[config.mk]
export PLATFORM = sky130hd
export DESIGN_NAME = pfhd_out_flat
export DESIGN_NICKNAME = d
export VERILOG_FILES = /design/src/hdl/pfhd_pkg.sv /design/src/hdl/pfhd_rsp_if.sv /design/src/hdl/pfhd_out.sv /design/src/flat_wrapper.sv
export SDC_FILE = /design/constraint.sdc
export NUM_CORES = 1
export LEC_CHECK = 0
export ABC_AREA = 1
export BUFFER_PORTS_ARGS = -buffer_cell sky130_fd_sc_hd__buf_4
export CORE_MARGIN = 2
export CORE_UTILIZATION = 30
export DETAILED_ROUTE_END_ITERATION = 12
export GPL_ROUTABILITY_DRIVEN = 0
export SETUP_SLACK_MARGIN = 0.3
export SYNTH_ARGS = -nofsm -noshare
export SYNTH_HDL_FRONTEND = slang
export SYNTH_SLANG_ARGS = --single-unit
[constraint.sdc]
create_clock -name clock -period 5.8 [get_ports clock]
set_clock_uncertainty 0.1 [all_clocks]
set_input_delay 1.16 -clock clock [delete_from_list [all_inputs] [get_ports clock]]
set_output_delay 1.16 -clock clock [all_outputs]
set_load 0.1 [all_outputs]
[src/hdl/pfhd_pkg.sv]
`timescale 1ns / 1ps
// ----------------------------------------------------------------------------
// pfhd_pkg
// shared constants and types for the pcm sample fifo and pwm duty scaler
// ----------------------------------------------------------------------------
package pfhd_pkg;

   localparam int unsigned DEPTH = 4096;
   localparam int unsigned PTR_W = $clog2(DEPTH);
   localparam int unsigned LEVEL_W = 13;
   localparam int unsigned SAMPLE_W = 16;
   localparam int unsigned PERIOD_W = 16;
   localparam int unsigned THRESH_W = 13;
   localparam int unsigned CSR_ADDR_W = 4;
   localparam int unsigned CSR_DATA_W = 16;

   localparam logic [SAMPLE_W-1:0] DUMMY_WORD = 16'hFFFF;
   localparam logic [PERIOD_W-1:0] PERIOD_RESET = 16'd512;
   localparam logic [THRESH_W-1:0] THRESH_RESET = 13'd4046;

   localparam logic CMD_RECEIVE = 1'b0;
   localparam logic CMD_TICK = 1'b1;

   localparam logic [CSR_ADDR_W-1:0] CSR_PWM_PERIOD = 4'd0;
   localparam logic [CSR_ADDR_W-1:0] CSR_REFILL_THRESHOLD = 4'd1;

   localparam logic [LEVEL_W-1:0] LEVEL_FULL = LEVEL_W'(DEPTH);
   localparam logic [PTR_W-1:0] PTR_LAST = PTR_W'(DEPTH - 1);

   typedef logic [PTR_W-1:0] ptr_type;
   typedef logic [LEVEL_W-1:0] level_type;
   typedef logic [SAMPLE_W-1:0] sample_type;

   typedef struct packed {
      logic [PERIOD_W-1:0] pwm_period;
      logic [THRESH_W-1:0] refill_threshold;
   } cfg_type;

   // item status carried from the accept stage to the output stage
   typedef struct packed {
      logic request_more;
      logic overflow;
      logic duty_valid;
      level_type fill_level;
   } stage_type;

endpackage

[src/hdl/pfhd_rsp_if.sv]
`timescale 1ns / 1ps
// ----------------------------------------------------------------------------
// pfhd_rsp_if
// result channel: flow-control reply, pwm compares and fill level
// ----------------------------------------------------------------------------
interface pfhd_rsp_if
   import pfhd_pkg::*;
   ();
   logic valid;
   logic ready;
   logic request_more;
   logic overflow;
   logic duty_valid;
   logic [15:0] coarse_compare;
   logic [15:0] fine_compare;
   logic [LEVEL_W-1:0] fill_level;

   modport source (output valid, output request_more, output overflow,
                   output duty_valid, output coarse_compare, output fine_compare,
                   output fill_level, input ready);
   modport sink (input valid, input request_more, input overflow,
                 input duty_valid, input coarse_compare, input fine_compare,
                 input fill_level, output ready);
endinterface

[src/hdl/pfhd_out.sv]
`timescale 1ns / 1ps
// ----------------------------------------------------------------------------
// pfhd_out
// output stage: scales the popped sample by the period, holds the result
// ----------------------------------------------------------------------------
module pfhd_out
   import pfhd_pkg::*;
(
   input  logic       clock,
   input  logic       reset,
   input  cfg_type    cfg,
   input  logic       stage_valid,
   input  stage_type  stage,
   input  sample_type rd_data,
   output logic       advance,
   pfhd_rsp_if.source rsp_chan
);
   logic        rsp_valid_ff, rsp_valid_in;
   stage_type   res_ff;
   logic [15:0] coarse_ff, coarse_in;
   logic [15:0] fine_ff, fine_in;
   logic [SAMPLE_W+PERIOD_W-1:0] product;

   assign advance = !rsp_valid_ff || rsp_chan.ready;

   assign product = rd_data * cfg.pwm_period;

   always_comb begin
      rsp_valid_in = rsp_valid_ff;
      coarse_in = coarse_ff;
      fine_in = fine_ff;
      if (advance) begin
         rsp_valid_in = stage_valid;
         coarse_in = stage.duty_valid ? product[31:16] : 16'd0;
         fine_in = stage.duty_valid ? product[15:0] : 16'd0;
      end
   end

   always_ff @(posedge clock) begin
      if (reset) begin
         rsp_valid_ff <= 1'b0;
      end else begin
         rsp_valid_ff <= rsp_valid_in;
      end
   end

   always_ff @(posedge clock) begin
      coarse_ff <= coarse_in;
      fine_ff <= fine_in;
      if (advance) begin
         res_ff <= stage;
      end
   end

   assign rsp_chan.valid = rsp_valid_ff;
   assign rsp_chan.request_more = res_ff.request_more;
   assign rsp_chan.overflow = res_ff.overflow;
   assign rsp_chan.duty_valid = res_ff.duty_valid;
   assign rsp_chan.fill_level = res_ff.fill_level;
   assign rsp_chan.coarse_compare = coarse_ff;
   assign rsp_chan.fine_compare = fine_ff;
endmodule

[src/flat_wrapper.sv]
// flat-port wrapper written by rule: the top's interface ports become plain ports
module pfhd_out_flat import pfhd_pkg::*;
  (clock, reset, cfg, stage_valid, stage, rd_data, advance, rsp_chan_valid, rsp_chan_request_more, rsp_chan_overflow, rsp_chan_duty_valid, rsp_chan_coarse_compare, rsp_chan_fine_compare, rsp_chan_fill_level, rsp_chan_ready);
  pfhd_rsp_if rsp_chan_i ();
  input  logic clock;
  input  logic reset;
  input  cfg_type cfg;
  input  logic stage_valid;
  input  stage_type stage;
  input  sample_type rd_data;
  output logic advance;
  output wire logic [$bits(rsp_chan_i.valid)-1:0] rsp_chan_valid;
  output wire logic [$bits(rsp_chan_i.request_more)-1:0] rsp_chan_request_more;
  output wire logic [$bits(rsp_chan_i.overflow)-1:0] rsp_chan_overflow;
  output wire logic [$bits(rsp_chan_i.duty_valid)-1:0] rsp_chan_duty_valid;
  output wire logic [$bits(rsp_chan_i.coarse_compare)-1:0] rsp_chan_coarse_compare;
  output wire logic [$bits(rsp_chan_i.fine_compare)-1:0] rsp_chan_fine_compare;
  output wire logic [$bits(rsp_chan_i.fill_level)-1:0] rsp_chan_fill_level;
  input wire logic [$bits(rsp_chan_i.ready)-1:0] rsp_chan_ready;
  assign rsp_chan_valid = rsp_chan_i.valid;
  assign rsp_chan_request_more = rsp_chan_i.request_more;
  assign rsp_chan_overflow = rsp_chan_i.overflow;
  assign rsp_chan_duty_valid = rsp_chan_i.duty_valid;
  assign rsp_chan_coarse_compare = rsp_chan_i.coarse_compare;
  assign rsp_chan_fine_compare = rsp_chan_i.fine_compare;
  assign rsp_chan_fill_level = rsp_chan_i.fill_level;
  assign rsp_chan_i.ready = rsp_chan_ready;
  pfhd_out u_core (.clock(clock), .reset(reset), .cfg(cfg), .stage_valid(stage_valid), .stage(stage), .rd_data(rd_data), .advance(advance), .rsp_chan(rsp_chan_i));
endmodule
# Word-level counts from Yosys, hierarchy flattened
# Index checks and enable logic that the tools add are counted.
# classes
n_div,0
mux,0
bitwise_logic,0
n_eq_ne,0
n_reduce_logical,2
multipliers,1
addsub,0
shifts,0
order_cmp,0
# op_table
op,count
multiplier 16 x 16 -> 32 bit,1
logical NOT 1 bit,1
logical OR 1 bit,1
# word_totals
memories,0
ramBits,0
out_inout_bits,50
elab_cells,10
rom_bits,0
latch_bits,0
input_bits,65
ff_bits,49

# Longest topological paths before layout
# logic_depth
word_depth,2
depth_mapped,26

# Worst setup path before layout
# Ideal clock, no wire load.
# synth_timing
path_kind,input to register
startpoint,input rd_data[7]
endpoint,register u_core.coarse_ff[12] (netlist: u_core.rsp_chan.coarse_compare[12]) (data pin)
arrival_time_ps,5879
cell_stages,25
path_slack_ps,-434
path_buffers,2
required_ps,5445
setup_ps,255
path_cell_list,clkbuf_1 clkbuf_1 nand2_1 fa_1 inv_1 fa_1 inv_1 fa_1 inv_1 fa_1 fa_1 inv_1 fa_1 inv_1 ha_1 nand2_1 inv_1 nand2_1 nand2_1 nand2_1 nand2_1 a21oi_1 nand3_1 nand2_1 nor2_1
# synth_between
elab_chain_cells,1
# synth_lines
item,line_no,source
start: declaration,flat_wrapper.sv:10,input sample_type rd_data;
multiplier 16 x 16 -> 32 bit,pfhd_out.sv:26,assign product = rd_data * cfg.pwm_period;
end signal: assignment,pfhd_out.sv:48,coarse_ff <= coarse_in;
end: declaration,pfhd_out.sv:20,"logic [15:0] coarse_ff, coarse_in;"
# No other way between the ends.
# A chain may end at the register's enable or synchronous reset.

# Final worst setup path
# layout_timing
startpoint,input rd_data[6]
endpoint,register u_core.coarse_ff[10] (netlist: u_core.rsp_chan.coarse_compare[10]) (data pin)
# The elaborated chain is that of the path after synthesis.

==> metrics.txt <==
largest net degree at the start of global routing 50; Clk pin slew, worst setup/hold paths about 0.06 ns; Starting Density 30.2%; Synth-to-Final Area Change 30.1%; Synth warnings 0; die width 195 um; CTS Buf Count 5; Seq cells post-synth 49; Nets roughly 2,000; HPWL Detailed 23.3 mm; Min Clock Period, post-route 5.72 ns; Rel. slew slack between 50% and 60%; leading post-synthesis cells by cell area fa_1, nand2_1, inv_1; drt initial violations 427; status complete, no violations; crit path buf inv count 5; DIE AREA 38,200 um^2; cell mode on critical path nand2_1; CP delay by family, top adder cells; Core Footprint 36,300 um^2; Syn Area/Cell 7.51 um^2; global-route wire length before repair 46.7 mm; # H-tree levels 2; Period Utilization, post-route a little over nine tenths; Residual DRC 0; Vias/cell 4.34; crit path DAT 5.67 ns; Final Hold Viols 0; TritonCTS clock tree yes; number of global-route vias before repair slightly below 10,000; Vias 9,015; Mapped Nets 1,825; worst min path class primary input to flip-flop; CP Data Required Time 5.75 ns; Post-Syn Area 11,000 um^2; sequential share of the synthesized area 13.3%; Yosys top cell area share 35.4%; Setup-failing EPs final 0; Post-Route WL 27.3 mm; critical path's slowest cell fa_2; I/O pin cnt 115; CP Class primary input to flip-flop; initial antenna violation count 0; max cap viols 0; layout cell share with drive strength beyond 1 roughly 28%; RSZ-0062 raised after global routing yes; number of buffers added on ports 101; Congestion Overflow GR 0; row count 70; clk_lat worst skew between 0.2 and 0.3 ns; clk sinks 49; Mapped Cells approximately 1,500; antenna-violating nets left 0; drt pass-1 iters 5; Synth area leader fa_1; CP max FO 8; worst slew pin tran about 0.64 ns; Setup crit start kind primary input; Max Freq between 0.15 and 0.2 GHz; crit path cell chain buf_12, buf_6, nand2_1, fa_2, inv_1, fa_2, fa_1, fa_2, fa_1, inv_2, fa_1, inv_2, ha_4, nand2_4, nor2_4, nand2_1, nor2_1, nand2_1, nand3_2, nand2_1, nand2_1, nor2_1; max incr delay on CP 0.56 ns; Inserted Diodes 0; wire per inst 13.1 um; Max clock buf depth 2; Final Slew Violations 0; Worst Setup End Kind flip-flop; root buf cell clkbuf_16; Layout fillers 3,680; Die Ht 195 um; WHS 0.914 ns; GRT Util Overall around 15%; unique cell type count in the Yosys netlist 18
synthesized netlist by cell type:
cell	number
nand3_1	16
nand2_1	461
clkbuf_1	65
o21a_1	1
buf_2	1
nor2_1	67
xnor2_1	4
a21o_1	1
o21ai_0	12
inv_1	445
a21oi_1	34
edfxtp_1	48
nand3_2	6
o21bai_1	1
buf_4	1
ha_1	104
dfxtp_1	1
fa_1	194
timing repair:
item                                    in CTS  in global routing
pin swaps                                   76                 73
cloned                                       1                  2
buffers inserted                             4                 11
hold buffers                                 0                  0
endpoints found under the setup margin      23                 23
resized for setup                          161                137
flip-flops by register name, indices dropped and copies added, names as in the netlist:
name / cells
u_core.rsp_chan.coarse_compare: 16
u_core.rsp_chan.fine_compare: 16
u_core.rsp_chan.valid: 1
u_core.rsp_chan.fill_level: 13
u_core.rsp_chan.request_more: 1
u_core.rsp_chan.duty_valid: 1
u_core.rsp_chan.overflow: 1
kinds of logic after synthesis:
logic type	after synthesis	share of synthesized area [%]
simple gates	550	19.3
buf+inv	512	17.5
fa+ha+maj	298	47.2
compound gates	49	2.30
flops	49	13.3
xor+xnor	4	0.319
worst paths after layout:
check / start / to / slack, ns / cells after the start
worst max-delay path: rd_data[6] / u_core.rsp_chan.coarse_compare[10]$_SDFFCE_PN0P_ / 0.08 / 22
worst min-delay path: reset / u_core.rsp_chan.valid$_SDFFE_PP0P_ / 0.91 / 2
worst max register to register: u_core.rsp_chan.valid$_SDFFE_PP0P_ / u_core.rsp_chan.fill_level[9]$_DFFE_PP_ / 4.27 / 2
worst min register to register: u_core.rsp_chan.valid$_SDFFE_PP0P_ / u_core.rsp_chan.valid$_SDFFE_PP0P_ / 0.97 / 3
per-stage QoR:
stage	std cells	worst slack [ns]	utilization, %	TNS [ns]	instance area (um^2)
6_report	2078	0.0844	39.3	0	14300
5_1_grt	2078	-0.105	39.3	-0.809	14300
4_1_cts	2065	0.0716	37.9	0	13800
3_5_place_dp	2052	-0.374	35.8	-6.74	13000
3_3_place_gp	2052	-0.360	35.8	-6.27	13000
2_1_floorplan	1462	-0.0958	-	-1.15	11600
cell type report:
class | instances | area [um^2] | share of cell area, %
multi-input combinational | 901 | 8460 | 59.3
clock inverter | 2 | 38.8 | 0.272
timing repair buffer | 207 | 1940 | 13.6
clock buffer | 6 | 129 | 0.902
sequential | 49 | 1460 | 10.2
tap | 468 | 586 | 4.10
inverter | 445 | 1670 | 11.7
layout by cell type, fill, tap and decap left out, drive strengths merged:
cell	count
a21o	1
a21oi	34
buf	205
bufinv	1
clkbuf	8
clkinv	1
dfxtp	1
edfxtp	48
fa	194
ha	104
inv	445
nand2	461
nand3	22
nor2	67
o21a	1
o21ai	12
o21bai	1
xnor2	4
layer usage:
| layer | part of all wire (%) | GRT usage, % | wire length [um] |
|---|---|---|---|
| met5 | 0 | 0 | 0 |
| met4 | 1.1 | 2.12 | 310 |
| met3 | 3.9 | 1.92 | 1060 |
| met2 | 50 | 27.6 | 13800 |
| met1 | 45 | 19.3 | 12200 |
Power is not shown: default switching activity piles up to over one toggle a cycle in this logic, so the estimate is an artifact.
