==> config.mk <==
export PLATFORM = sky130hd
export DESIGN_NAME = pfhd_ctrl_flat
export DESIGN_NICKNAME = d
export VERILOG_FILES = /design/src/hdl/pfhd_pkg.sv /design/src/hdl/pfhd_req_if.sv /design/src/hdl/pfhd_ctrl.sv /design/src/flat_wrapper.sv
export SDC_FILE = /design/constraint.sdc
export NUM_CORES = 1
export LEC_CHECK = 0
export BUFFER_PORTS_ARGS = -buffer_cell sky130_fd_sc_hd__buf_2
export CORE_MARGIN = 8
export CORE_UTILIZATION = 53
export CTS_BUF_LIST = sky130_fd_sc_hd__clkbuf_4 sky130_fd_sc_hd__clkbuf_8
export CTS_CLUSTER_SIZE = 20
export DETAILED_ROUTE_END_ITERATION = 8
export PLACE_DENSITY = 0.89
export SYNTH_ARGS = -nofsm -noshare
export SYNTH_HDL_FRONTEND = slang
export SYNTH_SLANG_ARGS = --single-unit
==> constraint.sdc <==
create_clock -name clock -period 4.15 [get_ports clock]
set_clock_uncertainty 0.05 [all_clocks]
set_input_delay 0.2075 -clock clock [delete_from_list [all_inputs] [get_ports clock]]
set_output_delay 0.2075 -clock clock [all_outputs]
set_load 0.1 [all_outputs]
==> src/hdl/pfhd_pkg.sv <==
`timescale 1ns / 1ps
// ----------------------------------------------------------------------------
// pfhd_pkg
// shared constants and types for the pcm sample fifo and pwm duty scaler
// ----------------------------------------------------------------------------
package pfhd_pkg;

   localparam int unsigned DEPTH = 4096;
   localparam int unsigned PTR_W = $clog2(DEPTH);
   localparam int unsigned LEVEL_W = 13;
   localparam int unsigned SAMPLE_W = 16;
   localparam int unsigned PERIOD_W = 16;
   localparam int unsigned THRESH_W = 13;
   localparam int unsigned CSR_ADDR_W = 4;
   localparam int unsigned CSR_DATA_W = 16;

   localparam logic [SAMPLE_W-1:0] DUMMY_WORD = 16'hFFFF;
   localparam logic [PERIOD_W-1:0] PERIOD_RESET = 16'd512;
   localparam logic [THRESH_W-1:0] THRESH_RESET = 13'd4046;

   localparam logic CMD_RECEIVE = 1'b0;
   localparam logic CMD_TICK = 1'b1;

   localparam logic [CSR_ADDR_W-1:0] CSR_PWM_PERIOD = 4'd0;
   localparam logic [CSR_ADDR_W-1:0] CSR_REFILL_THRESHOLD = 4'd1;

   localparam logic [LEVEL_W-1:0] LEVEL_FULL = LEVEL_W'(DEPTH);
   localparam logic [PTR_W-1:0] PTR_LAST = PTR_W'(DEPTH - 1);

   typedef logic [PTR_W-1:0] ptr_type;
   typedef logic [LEVEL_W-1:0] level_type;
   typedef logic [SAMPLE_W-1:0] sample_type;

   typedef struct packed {
      logic [PERIOD_W-1:0] pwm_period;
      logic [THRESH_W-1:0] refill_threshold;
   } cfg_type;

   // item status carried from the accept stage to the output stage
   typedef struct packed {
      logic request_more;
      logic overflow;
      logic duty_valid;
      level_type fill_level;
   } stage_type;

endpackage

==> src/hdl/pfhd_req_if.sv <==
`timescale 1ns / 1ps
// ----------------------------------------------------------------------------
// pfhd_req_if
// input channel: received serial words and sample-rate ticks
// ----------------------------------------------------------------------------
interface pfhd_req_if
   import pfhd_pkg::*;
   ();
   logic valid;
   logic ready;
   logic cmd;
   logic [SAMPLE_W-1:0] sample_word;

   modport source (output valid, output cmd, output sample_word, input ready);
   modport sink (input valid, input cmd, input sample_word, output ready);
endinterface

==> src/hdl/pfhd_ctrl.sv <==
`timescale 1ns / 1ps
// ----------------------------------------------------------------------------
// pfhd_ctrl
// accept stage: pointers, fill level, store access and reply flags
// ----------------------------------------------------------------------------
module pfhd_ctrl
   import pfhd_pkg::*;
(
   input  logic       clock,
   input  logic       reset,
   pfhd_req_if.sink   req_chan,
   input  cfg_type    cfg,
   input  logic       advance,
   output logic       mem_wr_en,
   output ptr_type    mem_wr_addr,
   output sample_type mem_wr_data,
   output logic       mem_rd_en,
   output ptr_type    mem_rd_addr,
   output logic       stage_valid,
   output stage_type  stage
);
   ptr_type   rd_ptr_ff, rd_ptr_in;
   ptr_type   wr_ptr_ff, wr_ptr_in;
   level_type level_ff, level_in;
   logic      stage_valid_ff, stage_valid_in;
   stage_type stage_ff, stage_in;

   logic accept;
   logic is_store;
   logic is_full;
   logic do_write;
   logic do_read;

   // the stage slot frees as soon as its item moves on
   assign req_chan.ready = !stage_valid_ff || advance;
   assign accept = req_chan.valid && req_chan.ready;

   assign is_store = (req_chan.cmd == CMD_RECEIVE) && (req_chan.sample_word != DUMMY_WORD);
   assign is_full = (level_ff == LEVEL_FULL);
   assign do_write = accept && is_store && !is_full;
   assign do_read = accept && (req_chan.cmd == CMD_TICK) && (level_ff != '0);

   always_comb begin
      rd_ptr_in = rd_ptr_ff;
      wr_ptr_in = wr_ptr_ff;
      level_in = level_ff;
      if (do_write) begin
         wr_ptr_in = (wr_ptr_ff == PTR_LAST) ? '0 : wr_ptr_ff + 1'b1;
         level_in = level_ff + 1'b1;
      end
      if (do_read) begin
         rd_ptr_in = (rd_ptr_ff == PTR_LAST) ? '0 : rd_ptr_ff + 1'b1;
         level_in = level_ff - 1'b1;
      end
   end

   always_comb begin
      stage_valid_in = stage_valid_ff;
      stage_in = stage_ff;
      if (advance) begin
         stage_valid_in = 1'b0;
      end
      if (accept) begin
         stage_valid_in = 1'b1;
         stage_in.request_more = (req_chan.cmd == CMD_RECEIVE)
                                 && (level_in < cfg.refill_threshold);
         stage_in.overflow = is_store && is_full;
         stage_in.duty_valid = do_read;
         stage_in.fill_level = level_in;
      end
   end

   always_ff @(posedge clock) begin
      if (reset) begin
         rd_ptr_ff <= '0;
         wr_ptr_ff <= '0;
         level_ff <= '0;
         stage_valid_ff <= 1'b0;
      end else begin
         rd_ptr_ff <= rd_ptr_in;
         wr_ptr_ff <= wr_ptr_in;
         level_ff <= level_in;
         stage_valid_ff <= stage_valid_in;
      end
   end

   always_ff @(posedge clock) begin
      stage_ff <= stage_in;
   end

   // writes land at accept, so a later pop of the entry always reads it back
   assign mem_wr_en = do_write;
   assign mem_wr_addr = wr_ptr_ff;
   assign mem_wr_data = req_chan.sample_word;
   assign mem_rd_en = do_read;
   assign mem_rd_addr = rd_ptr_ff;
   assign stage_valid = stage_valid_ff;
   assign stage = stage_ff;
endmodule

==> src/flat_wrapper.sv <==
// flat-port wrapper written by rule: the top's interface ports become plain ports
module pfhd_ctrl_flat import pfhd_pkg::*;
  (clock, reset, cfg, advance, mem_wr_en, mem_wr_addr, mem_wr_data, mem_rd_en, mem_rd_addr, stage_valid, stage, req_chan_valid, req_chan_cmd, req_chan_sample_word, req_chan_ready);
  pfhd_req_if req_chan_i ();
  input  logic clock;
  input  logic reset;
  input  cfg_type cfg;
  input  logic advance;
  output logic mem_wr_en;
  output ptr_type mem_wr_addr;
  output sample_type mem_wr_data;
  output logic mem_rd_en;
  output ptr_type mem_rd_addr;
  output logic stage_valid;
  output stage_type stage;
  input wire logic [$bits(req_chan_i.valid)-1:0] req_chan_valid;
  input wire logic [$bits(req_chan_i.cmd)-1:0] req_chan_cmd;
  input wire logic [$bits(req_chan_i.sample_word)-1:0] req_chan_sample_word;
  output wire logic [$bits(req_chan_i.ready)-1:0] req_chan_ready;
  assign req_chan_i.valid = req_chan_valid;
  assign req_chan_i.cmd = req_chan_cmd;
  assign req_chan_i.sample_word = req_chan_sample_word;
  assign req_chan_ready = req_chan_i.ready;
  pfhd_ctrl u_core (.clock(clock), .reset(reset), .req_chan(req_chan_i), .cfg(cfg), .advance(advance), .mem_wr_en(mem_wr_en), .mem_wr_addr(mem_wr_addr), .mem_wr_data(mem_wr_data), .mem_rd_en(mem_rd_en), .mem_rd_addr(mem_rd_addr), .stage_valid(stage_valid), .stage(stage));
endmodule
# Yosys cells after proc, flatten, opt, wreduce, memory -nomap -nowiden
# Index checks and enable logic that the tools add are counted.
# totals
ff_bits,54
inputBits,50
out_inout_bits,60
# op_classes
n_addsub,4
order_cmp,1
n_eq_ne,4
mux,6
bitwise,1
n_reduce_logical,13
# op_table
cell,n
$mux W13,2
$add A12 B1 Y12 const B,2
$eq A12 B12 Y1 const B,2
$mux W12,2
$ne A16 B16 Y1 const B,1
$add A13 B1 Y13 const B,1
$eq A13 B13 Y1 const B,1
$lt A13 B13 Y1,1
$reduce_bool A13 Y1,1
$sub A13 B1 Y13 const B,1
$logic_and A1 B1 Y1,8
$logic_not A1 Y1,2
$mux W1,2
$reduce_bool A2 Y1,1
$logic_or A1 B1 Y1,1
$not A1 Y1,1

# Longest topological paths before layout
# Gate-level depths: netlist of the first run.
# logic_depth
depth_word,9
mapped_depth,16
mapped_depth_nobuf,14

# Least setup slack after synthesis of the first run
# OpenSTA, ideal clock, no wires.
# synth_timing
path_type,register -> register
from,reg u_core.stage_valid_ff (netlist: u_core.stage_valid)
to,reg u_core.stage_ff (netlist bit u_core.stage[15]) (data pin)
setup_time_ns,0.158
arrival_ns,4.229
required_time_ns,3.942
slack_ns,-0.286
path_stages_with_launch,13
period_less_slack_ns,4.436
cell_sequence,dfxtp_1 nand2b_1 nand3_1 clkbuf_1 clkbuf_1 a41oi_1 xnor2_1 ha_1 a21o_1 a21o_1 a221oi_1 nand3_1 o211ai_1
# synth_via
elab_chain_cells,9
word_cells_on_any_way,11
# synth_rtl
item,line,text
start: declaration,pfhd_ctrl.sv:25,"logic stage_valid_ff, stage_valid_in;"
start signal: assignment,pfhd_ctrl.sv:83,stage_valid_ff <= stage_valid_in;
$logic_not A1 Y1 *,pfhd_ctrl.sv:35,assign req_chan.ready = !stage_valid_ff || advance;
$logic_or A1 B1 Y1 *,pfhd_ctrl.sv:35,
via req_chan_ready,flat_wrapper.sv:19,output wire logic [$bits(req_chan_i.ready)-1:0] req_chan_ready;
$logic_and A1 B1 Y1 *,pfhd_ctrl.sv:36,assign accept = req_chan.valid && req_chan.ready;
$logic_and A1 B1 Y1 (2 in series),pfhd_ctrl.sv:40,assign do_write = accept && is_store && !is_full;
$mux W13,pfhd_ctrl.sv:47,if (do_write) begin
$mux W13 *,pfhd_ctrl.sv:51,if (do_read) begin
via u_core.level_in[9],pfhd_ctrl.sv:24,"level_type level_ff, level_in;"
$lt A13 B13 Y1 *,pfhd_ctrl.sv:66,&& (level_in < cfg.refill_threshold);
$logic_and A1 B1 Y1 *,pfhd_ctrl.sv:66,
end signal: assignment,pfhd_ctrl.sv:88,stage_ff <= stage_in;
end: declaration,pfhd_ctrl.sv:26,"stage_type stage_ff, stage_in;"
# The timed path passes the listed nets; every way through them passes the cells marked *.
# A chain may end at the register's enable or synchronous reset.

# Worst setup path in the final report of the first run
# layout_timing
from,reg u_core.level_ff[0]
to,reg u_core.stage_ff (netlist bit u_core.stage[15]) (data pin)
# layout_via
elab_chain_cells,7
word_cells_on_any_way,11
# layout_rtl
item,line,text
start: declaration,pfhd_ctrl.sv:24,
start signal: assignment,pfhd_ctrl.sv:82,level_ff <= level_in;
branches (longest 4 deep; another with $add A13 B1 Y13),n/a,
$mux W13 *,pfhd_ctrl.sv:51,
via u_core.level_in[8],pfhd_ctrl.sv:24,
$lt A13 B13 Y1 *,pfhd_ctrl.sv:66,
$logic_and A1 B1 Y1 *,pfhd_ctrl.sv:66,
# Mark *: on every way through the listed nets, which the timed path passes.

==> results of run 1 <==
[worst reg2reg max path, delay by kind of cell (launching register included)]
family,cells,cell delay [ns]
buf+inv,2,0.27
simple gates,4,1.12
xor+xnor,1,0.22
flops,1,0.35
fa+ha+maj,2,0.55
compound gates,5,1.14
[power by group]
| group | internal, mW | switching, mW | leakage, nW |
|---|---|---|---|
| clock network | 0.183 | 0.183 | 0.0587 |
| logic | 0.305 | 0.765 | 1.21 |
| registers | 0.630 | 0.0718 | 0.468 |
[cell type report]
class | count | area [um^2]
fillers | 565 | 2400
multi-input cells | 254 | 1802
flip-flops and latches | 54 | 1241
repair buffers | 98 | 503.0
well taps | 77 | 96.34
inverters | 22 | 82.58
clock buffers | 5 | 68.82
clock inverters | 3 | 47.55
[Yosys cell counts (2+ instances only)]
master,instances,area [um^2]
sky130_fd_sc_hd__nor2_1,29,108.9
sky130_fd_sc_hd__edfxtp_1,16,480.5
sky130_fd_sc_hd__buf_4,18,135.1
sky130_fd_sc_hd__or3_1,6,37.54
sky130_fd_sc_hd__mux2_2,6,67.56
sky130_fd_sc_hd__dfxtp_1,38,760.7
sky130_fd_sc_hd__nand3b_1,2,15.01
sky130_fd_sc_hd__nand4_1,8,50.05
sky130_fd_sc_hd__o21bai_1,2,15.01
sky130_fd_sc_hd__nor2b_1,11,68.82
sky130_fd_sc_hd__inv_1,20,75.07
sky130_fd_sc_hd__o31ai_1,5,37.54
sky130_fd_sc_hd__a22oi_4,2,42.54
sky130_fd_sc_hd__ha_1,16,200.2
sky130_fd_sc_hd__xnor2_1,18,157.7
sky130_fd_sc_hd__nor3_1,8,40.04
sky130_fd_sc_hd__o21a_1,2,15.01
sky130_fd_sc_hd__buf_6,3,33.78
sky130_fd_sc_hd__and4_1,6,52.55
sky130_fd_sc_hd__mux2_1,5,56.30
sky130_fd_sc_hd__nand2b_1,2,12.51
sky130_fd_sc_hd__buf_2,4,20.02
sky130_fd_sc_hd__a21oi_1,15,75.07
sky130_fd_sc_hd__a21o_1,4,30.03
sky130_fd_sc_hd__clkbuf_1,9,33.78
sky130_fd_sc_hd__nor4_1,14,87.58
sky130_fd_sc_hd__a221oi_1,2,17.52
sky130_fd_sc_hd__inv_2,2,7.510
sky130_fd_sc_hd__and2_1,4,25.02
sky130_fd_sc_hd__and3_1,8,50.05
sky130_fd_sc_hd__or4_1,7,52.55
sky130_fd_sc_hd__nand2_1,23,86.33
sky130_fd_sc_hd__nor4_4,2,42.54
sky130_fd_sc_hd__o211ai_1,2,15.01
sky130_fd_sc_hd__a32oi_2,2,32.53
sky130_fd_sc_hd__a2111oi_0,2,17.52
sky130_fd_sc_hd__o21ai_0,6,30.03
sky130_fd_sc_hd__nor4b_1,2,17.52
sky130_fd_sc_hd__nand3_1,14,70.07
sky130_fd_sc_hd__or2_2,3,18.77
[kinds of logic after synthesis]
logic type | count (synthesis)
compound gates | 53
buf+inv | 57
xor+xnor | 18
flops | 54
fa+ha+maj | 16
simple gates | 156
mux | 11
[through the flow]
step	utilization	total power [mW]	cell area, um^2
after detailed placement	0.5968	1.781	3725
after global placement	0.5968	1.738	3725
after floorplan	-	1.598	3352
after CTS	0.6155	2.146	3841
final	0.6155	2.138	3841
after global routing	0.6155	2.253	3841
[final timing paths]
kind | start | cells past startpoint | endpoint
worst max-delay path | u_core.level_ff[0]$_SDFF_PP0_ | 14 | u_core.stage[15]$_DFFE_PN_
worst min-delay path | req_chan_valid | 3 | u_core.stage_valid$_SDFFE_PP0P_
worst max register to register | u_core.level_ff[0]$_SDFF_PP0_ | 14 | u_core.stage[15]$_DFFE_PN_
worst min register to register | u_core.mem_rd_addr[1]$_SDFFE_PP0N_ | 2 | u_core.mem_rd_addr[1]$_SDFFE_PP0N_
[layer usage]
layer,GRT usage,vias to the layer above
met3,0.03701,17
met5,0,-
met2,0.3308,81
met1,0.1944,1423
met4,0.07554,0
li1,-,1441
[sequential cells by signal, summed over array words and instances, names as in the netlist]
signal and flops:
u_core.mem_rd_addr 12, u_core.stage 16, u_core.level_ff 13, u_core.mem_wr_addr 12
u_core.stage_valid 1
==> results, run 1 <==
- The flow ran to the end, and the final reports show no timing, DRC or antenna violations.
- The routed metal-1 wire length is 3264 um.
- Summed over all nets, wire length on met2 after detailed routing comes to 4174 um.
- At the worst endpoint, the required time is 4.27 ns.
- Clock-pin slew was measured on the worst setup and hold paths at 0.11 ns.
- The first global-routing pass estimated 13340 um of wire.
- The clock insertion delay at the later pin of the skew report is 0.32 ns.
- The die is 95.50 um wide.
- The H-tree was split into 2 levels.
- Once routing completed, OpenROAD measured the worst setup slack at 0.3110 ns.
- The count of different cell masters after synthesis is 57.
- The number of placed instances, taps included is 505.
- The final count of pins violating max slew came to 0.
- The setup check on the worst reg-to-reg path leaves a slack of 0.31 ns.
- Of the total synthesized cell area, the portion taken by full adders, half adders and majority gates is 0.05977.
- No sink is reached through more buffers than the 2 on the longest clock path.
- The kind of start point of the critical path is a flip-flop.
- Traced cell by cell, the critical path runs through inv_1 -> ha_1 -> or3b_1 -> nor4_4 -> or3_4 -> inv_2 -> a32oi_2 -> xnor2_1 -> ha_1 -> a21oi_1 -> o21ai_0 -> a221oi_1 -> nand3_1 -> o211ai_1.
- The biggest cell delay along the critical path is 0.47 ns.
- The share of the cycle needed by the critical path after routing is 0.9251.
- Summed over all cells, the static leakage comes to 1.734 nW.
- For this run, the post-layout net count is 501.
- Of the total synthesized cell area, the portion taken by XOR and XNOR cells is 0.04707.
- In this run, post-CTS hold repair placed 0 buffers.
- The type of the tightest min-delay check is in2reg.
- Synthesis inferred 54 register bits.
- Using the TritonRoute via totals, the vias-per-cell ratio works out to 5.774.
- The total number of placement rows is 29.
- The worst pin sits at a relative slew slack of 0.4315.
- In this run, synthesis inferred 16 flip-flops with an integrated enable.
- The number of antenna violations at the first check in global routing is 0.
- The detailed-route via count is 2962.
- The half-perimeter wire length of the detailed placement result is 6284 um.
- Across the VDD grid, the largest voltage drop is 356.8 uV.
- The library cells used most frequently in the layout, excluding fill and tap cells, are sky130_fd_sc_hd__buf_2, sky130_fd_sc_hd__dfxtp_1, sky130_fd_sc_hd__nor2_1, sky130_fd_sc_hd__nand2_1, sky130_fd_sc_hd__inv_1.
- The fmax is 0.2605 GHz.
- The number of failing hold endpoints at the final stage was 0.
- Counting every instance in the synthesized netlist gives 365.
- The dominant register cell in the synthesized netlist is sky130_fd_sc_hd__dfxtp_1.
- The number of antenna diodes is 0.
- After clock tree synthesis, the setup repair step added 0 buffers.
- Detailed routing placed a total of 483 um of wire on met3.
- The number of antenna-violating nets in the routed design is 0.
- The portion of the post-synthesis area used by sequential elements is 0.3706.
- The master cell of the clock root buffer is sky130_fd_sc_hd__clkbuf_8.
- The clock net in this run drives a total of 54 sinks.
- The total congestion overflow after global routing is 0.
- The slew at the pin with the worst max-slew slack is 0.8409 ns.
- In this run the worst path has a maximum fanout of 11.
- The total standard cell area after synthesis is 0.003349 mm^2.
- The pin count of the biggest net entering global routing is 41.
- For the finished layout, the period the worst path requires is 3.839 ns.
- Across every metal layer, demand over resource in global routing totals 0.1796.
- The via count of the first global-routing pass is 3008.
- The compound-gate portion of the synthesized area was 0.1240.
- After synthesis, the share of cell area in mux cells is 0.03698.
- The kind of cell adding the most delay to the critical path is compound AO/OA/AOI/OAI gates.
- The number of DRC markers in iteration 0 is 111.
- The placer's final routability congestion estimate is 0.9859.
- 110 I/O pins were placed.
- The number of buffers and inverters on the critical path is 2.
- Yosys printed 0 warnings.
- For this run, asynchronously set or reset flops after synthesis account for 0.
- The simple-gate portion of the synthesized area is 0.2693.
- Across all hold checks on the routed design, the worst slack comes to 0.1180 ns.
- The top layer reached by signal wires is met4.
- TritonCTS built the clock tree.
- Setup violations remaining at the end of the flow were counted as 0.
- In the final layout, the share of cells above drive strength 1 is 0.3005.
- The height of the die is 95.50 um.
- The area growth from synthesis to layout is 14.68%.
- The library cell used most frequently in the layout, excluding fill and tap cells, is sky130_fd_sc_hd__buf_2.
- The number of nets produced by synthesis is 431.
- At the placement stage, the worst setup path has a slack of 0.3221 ns.
- The setup TNS after final layout is 0 ns.
- The type of the setup path with the least slack is reg2reg.
- In this run, post-CTS repair resized a total of 0 instances.
- For this block, the routed nets add up to 8069 um of wire.
- In this run the tool buffered the top-level ports with 93 buffer cells.
- The post-route DRC violation count is 0.
- By instance count, the cell type seen most on the critical path is sky130_fd_sc_hd__ha_1.
- The dominant combinational cell family by area after synthesis is simple AND/OR/NAND/NOR gates.
- For this run, the detailed router's first-pass iteration total came to 4.
- For this design the ratio of total power to cell area is 556.6 mW/mm^2.
- The routed wirelength normalized by instance count is 15.73 um.
- In this run, CTS created clock tree buffers numbering 5.
- In this run the standard cell core region covers 0.006241 mm^2.
- The mean instance size in the synthesized netlist is 9.177 um^2.
- The die covers 0.009119 mm^2.
- The initial utilization of the core area, before any placement, comes to 0.5367.
- The slowest cell on the critical path is sky130_fd_sc_hd__a221oi_1.
- The finished layout holds 513 standard cells, fillers aside.
- The arrival time at the worst endpoint is 3.96 ns.
- The max-cap check violation count is 0.
- Setup repair after global routing left no endpoint under its margin.
- The sort of element at the end of the critical path is a flip-flop.
(Power assumes the default switching activity.)
==> run 2: changes to the inputs <==
--- a/config.mk
+++ b/config.mk
@@ -11,7 +11,7 @@
 export CTS_BUF_LIST = sky130_fd_sc_hd__clkbuf_4 sky130_fd_sc_hd__clkbuf_8
 export CTS_CLUSTER_SIZE = 20
 export DETAILED_ROUTE_END_ITERATION = 8
-export PLACE_DENSITY = 0.89
+export PLACE_DENSITY = 0.83
 export SYNTH_ARGS = -nofsm -noshare
 export SYNTH_HDL_FRONTEND = slang
 export SYNTH_SLANG_ARGS = --single-unit
==> results, run 2 (synthesized netlist as in run 1, its figures left out) <==
- After detailed routing, the average wire length per cell comes to 15.05 um.
- Setup repair after global routing left no endpoint under its margin.
- The via count of the first global-routing pass is 2737.
- Relative to the synthesized area, the layout overhead comes to 14.01%.
- The signal on the critical path passes through inv_1 -> ha_1 -> or3b_1 -> nor4_4 -> or3_4 -> inv_2 -> a32oi_2 -> xnor2_1 -> ha_1 -> a21oi_1 -> o21ai_0 -> a221oi_2 -> nand3_1 -> o211ai_1.
- The worst-case clock buffer depth is 2.
- In this run the tool buffered the top-level ports with 93 buffer cells.
- The total detailed-routing wirelength is 7722 um.
- The time the final worst path needs with I/O delays and setup is 3.911 ns.
- The peak fanout along the critical path is 14.
- On the critical path, the stage with the largest delay is an instance of sky130_fd_sc_hd__or3b_1.
- The first element of the critical path is u_core.level_ff[0]$_SDFF_PP0_.
- The height of the die is 95.50 um.
- The type of the tightest min-delay check is in2reg.
- The slew at the pin with the worst max-slew slack is 0.8006 ns.
- The x dimension of the die is 95.50 um.
- The placer's final routability congestion estimate is 0.8882.
- For this run, the top clock speed supported by timing is 0.2557 GHz.
- Summed over all cells, the static leakage comes to 1.727 nW.
- The length of the first detailed-routing pass in iterations is 4.
- Of the available clock period, the critical path in the final layout requires 0.9424.
- The kind of cell adding the most delay to the critical path is simple AND/OR/NAND/NOR gates.
- After floorplanning, the core was divided into 29 placement rows.
- Clock tree synthesis inserted a total of 5 buffers.
- In the global route stage, overall resource usage came out at 0.1717.
- The count of nets after finishing is 501.
- The tool flagged a number of max-cap violations equal to 0.
- The initial utilization of the core area, before any placement, comes to 0.5367.
- Clock latency on the worst-skew pair, taken at its later pin, is 0.31 ns.
- Leaving out fill and tap cells, the most frequent cells in the layout are sky130_fd_sc_hd__buf_2, sky130_fd_sc_hd__dfxtp_1, sky130_fd_sc_hd__nor2_1, sky130_fd_sc_hd__nand2_1, sky130_fd_sc_hd__inv_1.
- The worst supply voltage drop on vdd is 356.2 uV.
- The run finished with clean final reports.
- The pin count of the biggest net entering global routing is 41.
- For this design the ratio of total power to cell area is 539.8 mW/mm^2.
- The biggest cell delay along the critical path is 0.44 ns.
- CTS saw 54 sinks.
- The startpoint of the worst hold path is req_chan_valid.
- TritonCTS built the clock tree.
- The share of final-layout standard cells stronger than drive strength 1 is 0.3028.
- The filler cells instantiated in the layout total 565.
- The core footprint is 0.006241 mm^2.
- The worst path required time is 4.26 ns.
- The number of antenna violations at the first check in global routing is 0.
- The number of antenna-violating nets in the routed design is 0.
- The setup TNS after final layout is 0 ns.
- The first global-routing pass estimated 12780 um of wire.
- Detailed placement finished with a half-perimeter wire length of 6029 um.
- The number of flip-flops in the largest register is 16.
- The cell that appears most often on the critical path is sky130_fd_sc_hd__ha_1.
- The arrival time at the worst endpoint is 4.02 ns.
- The number of DRC markers in iteration 0 is 212.
- The final count of pins violating max slew came to 0.
- The area of the die is 0.009119 mm^2.
- The most common library cell in the layout ignoring fill and taps is sky130_fd_sc_hd__buf_2.
- The relative slew slack is 0.4588.
- Setup violations remaining at the end of the flow were counted as 0.
- The post-layout utilization of the core is 0.6119.
- The number of antenna diodes in the final layout is 0.
- The master cell of the clock root buffer is sky130_fd_sc_hd__clkbuf_8.
- The total I/O pin count is 110.
- The H-tree was split into 2 levels.
- The post-CTS setup buffer count is 0.
- Counting both buffers and inverters, the worst setup path holds a total of 2.
- For this run the aggregate overflow at the end of global routing stands at 0.
- The number of placed instances, taps included is 505.
- The worst setup path is captured at a flip-flop.
- In the routed design, unresolved DRC markers number 0.
- The worst setup path is launched from a flip-flop.
- Dividing the detail-routed via count by the number of cells gives 5.581.
- The detailed-route via count is 2863.
- The number of failing hold endpoints at the final stage is 0.
- Once layout is complete, the cells apart from fillers number 513.
- In this run the critical register-to-register path is launched from u_core.level_ff[0]$_SDFF_PP0_.
- The type of the setup path with the least slack is reg2reg.
- The post-CTS clock slew at the launch and capture registers of the worst setup and hold paths is 0.10 ns.
## run 2: cell types whose count changed in the layout (fill, tap and decap cells not counted)
| cell | previous run | this run |
|---|---|---|
| sky130_fd_sc_hd__a221oi_2 | 0 | 1 |
| sky130_fd_sc_hd__bufinv_16 | 1 | 0 |
| sky130_fd_sc_hd__clkinv_4 | 1 | 0 |
| sky130_fd_sc_hd__a221oi_1 | 2 | 1 |
| sky130_fd_sc_hd__clkinv_2 | 0 | 2 |
## run 2: metal layers
metal | GRT usage | wire [um] | up-vias
met5 | 0 | 0 | -
met2 | 0.3021 | 3826 | 65
met4 | 0.04225 | 80 | 0
met1 | 0.2075 | 3327 | 1342
met3 | 0.03701 | 488 | 7
li1 | - | - | 1449
## run 2: tightest hold or removal path, cell delays in order
cell	delay (ns)
sky130_fd_sc_hd__buf_2	0.12
sky130_fd_sc_hd__inv_1	0.05
sky130_fd_sc_hd__a21oi_1	0.05
## run 2: final cells by class
type	count	area (um^2)	share of cell area
timing repair buffer	98	503.0	0.1317
multi-input combinational	254	1808	0.4735
sequential	54	1241	0.3250
tap	77	96.34	0.02523
clock inverter	3	18.77	0.004915
inverter	22	82.58	0.02163
clock buffer	5	68.82	0.01802
## run 2: path summary, 6_finish.rpt
kind	end	slack [ns]	depth (start not counted)
setup / recovery	u_core.stage[15]$_DFFE_PN_	0.24	14
setup reg to reg	u_core.stage[15]$_DFFE_PN_	0.24	14
hold / removal	u_core.stage_valid$_SDFFE_PP0P_	0.11	3
hold reg to reg	u_core.mem_rd_addr[1]$_SDFFE_PP0N_	0.45	2
## run 2: metrics by stage
stage	cell area [um^2]	hold WS (ns)	total power, mW	worst slack, ns
final	3819	0.1078	2.061	0.2391
after global routing	3819	0.1230	2.176	0.05124
after CTS	3812	0.1055	2.068	0.1418
after detailed placement	3725	0.4293	1.771	0.1796
after global placement	3725	0.4193	1.738	0.3985
after floorplan	3352	0.2870	1.598	0.06768
## run 2: what timing repair did
item | in CTS | in global routing
hold buffers | 0 | 0
setup endpoints to repair | 0 | 1
endpoints found under the hold margin | 0 | 0
resized for setup | 0 | 1
## run 2: power breakdown
| part | internal (mW) | switching (mW) | total, mW |
|---|---|---|---|
| Combinational | 0.304 | 0.760 | 1.06 |
| Clock | 0.119 | 0.178 | 0.298 |
| Sequential | 0.630 | 0.0690 | 0.699 |
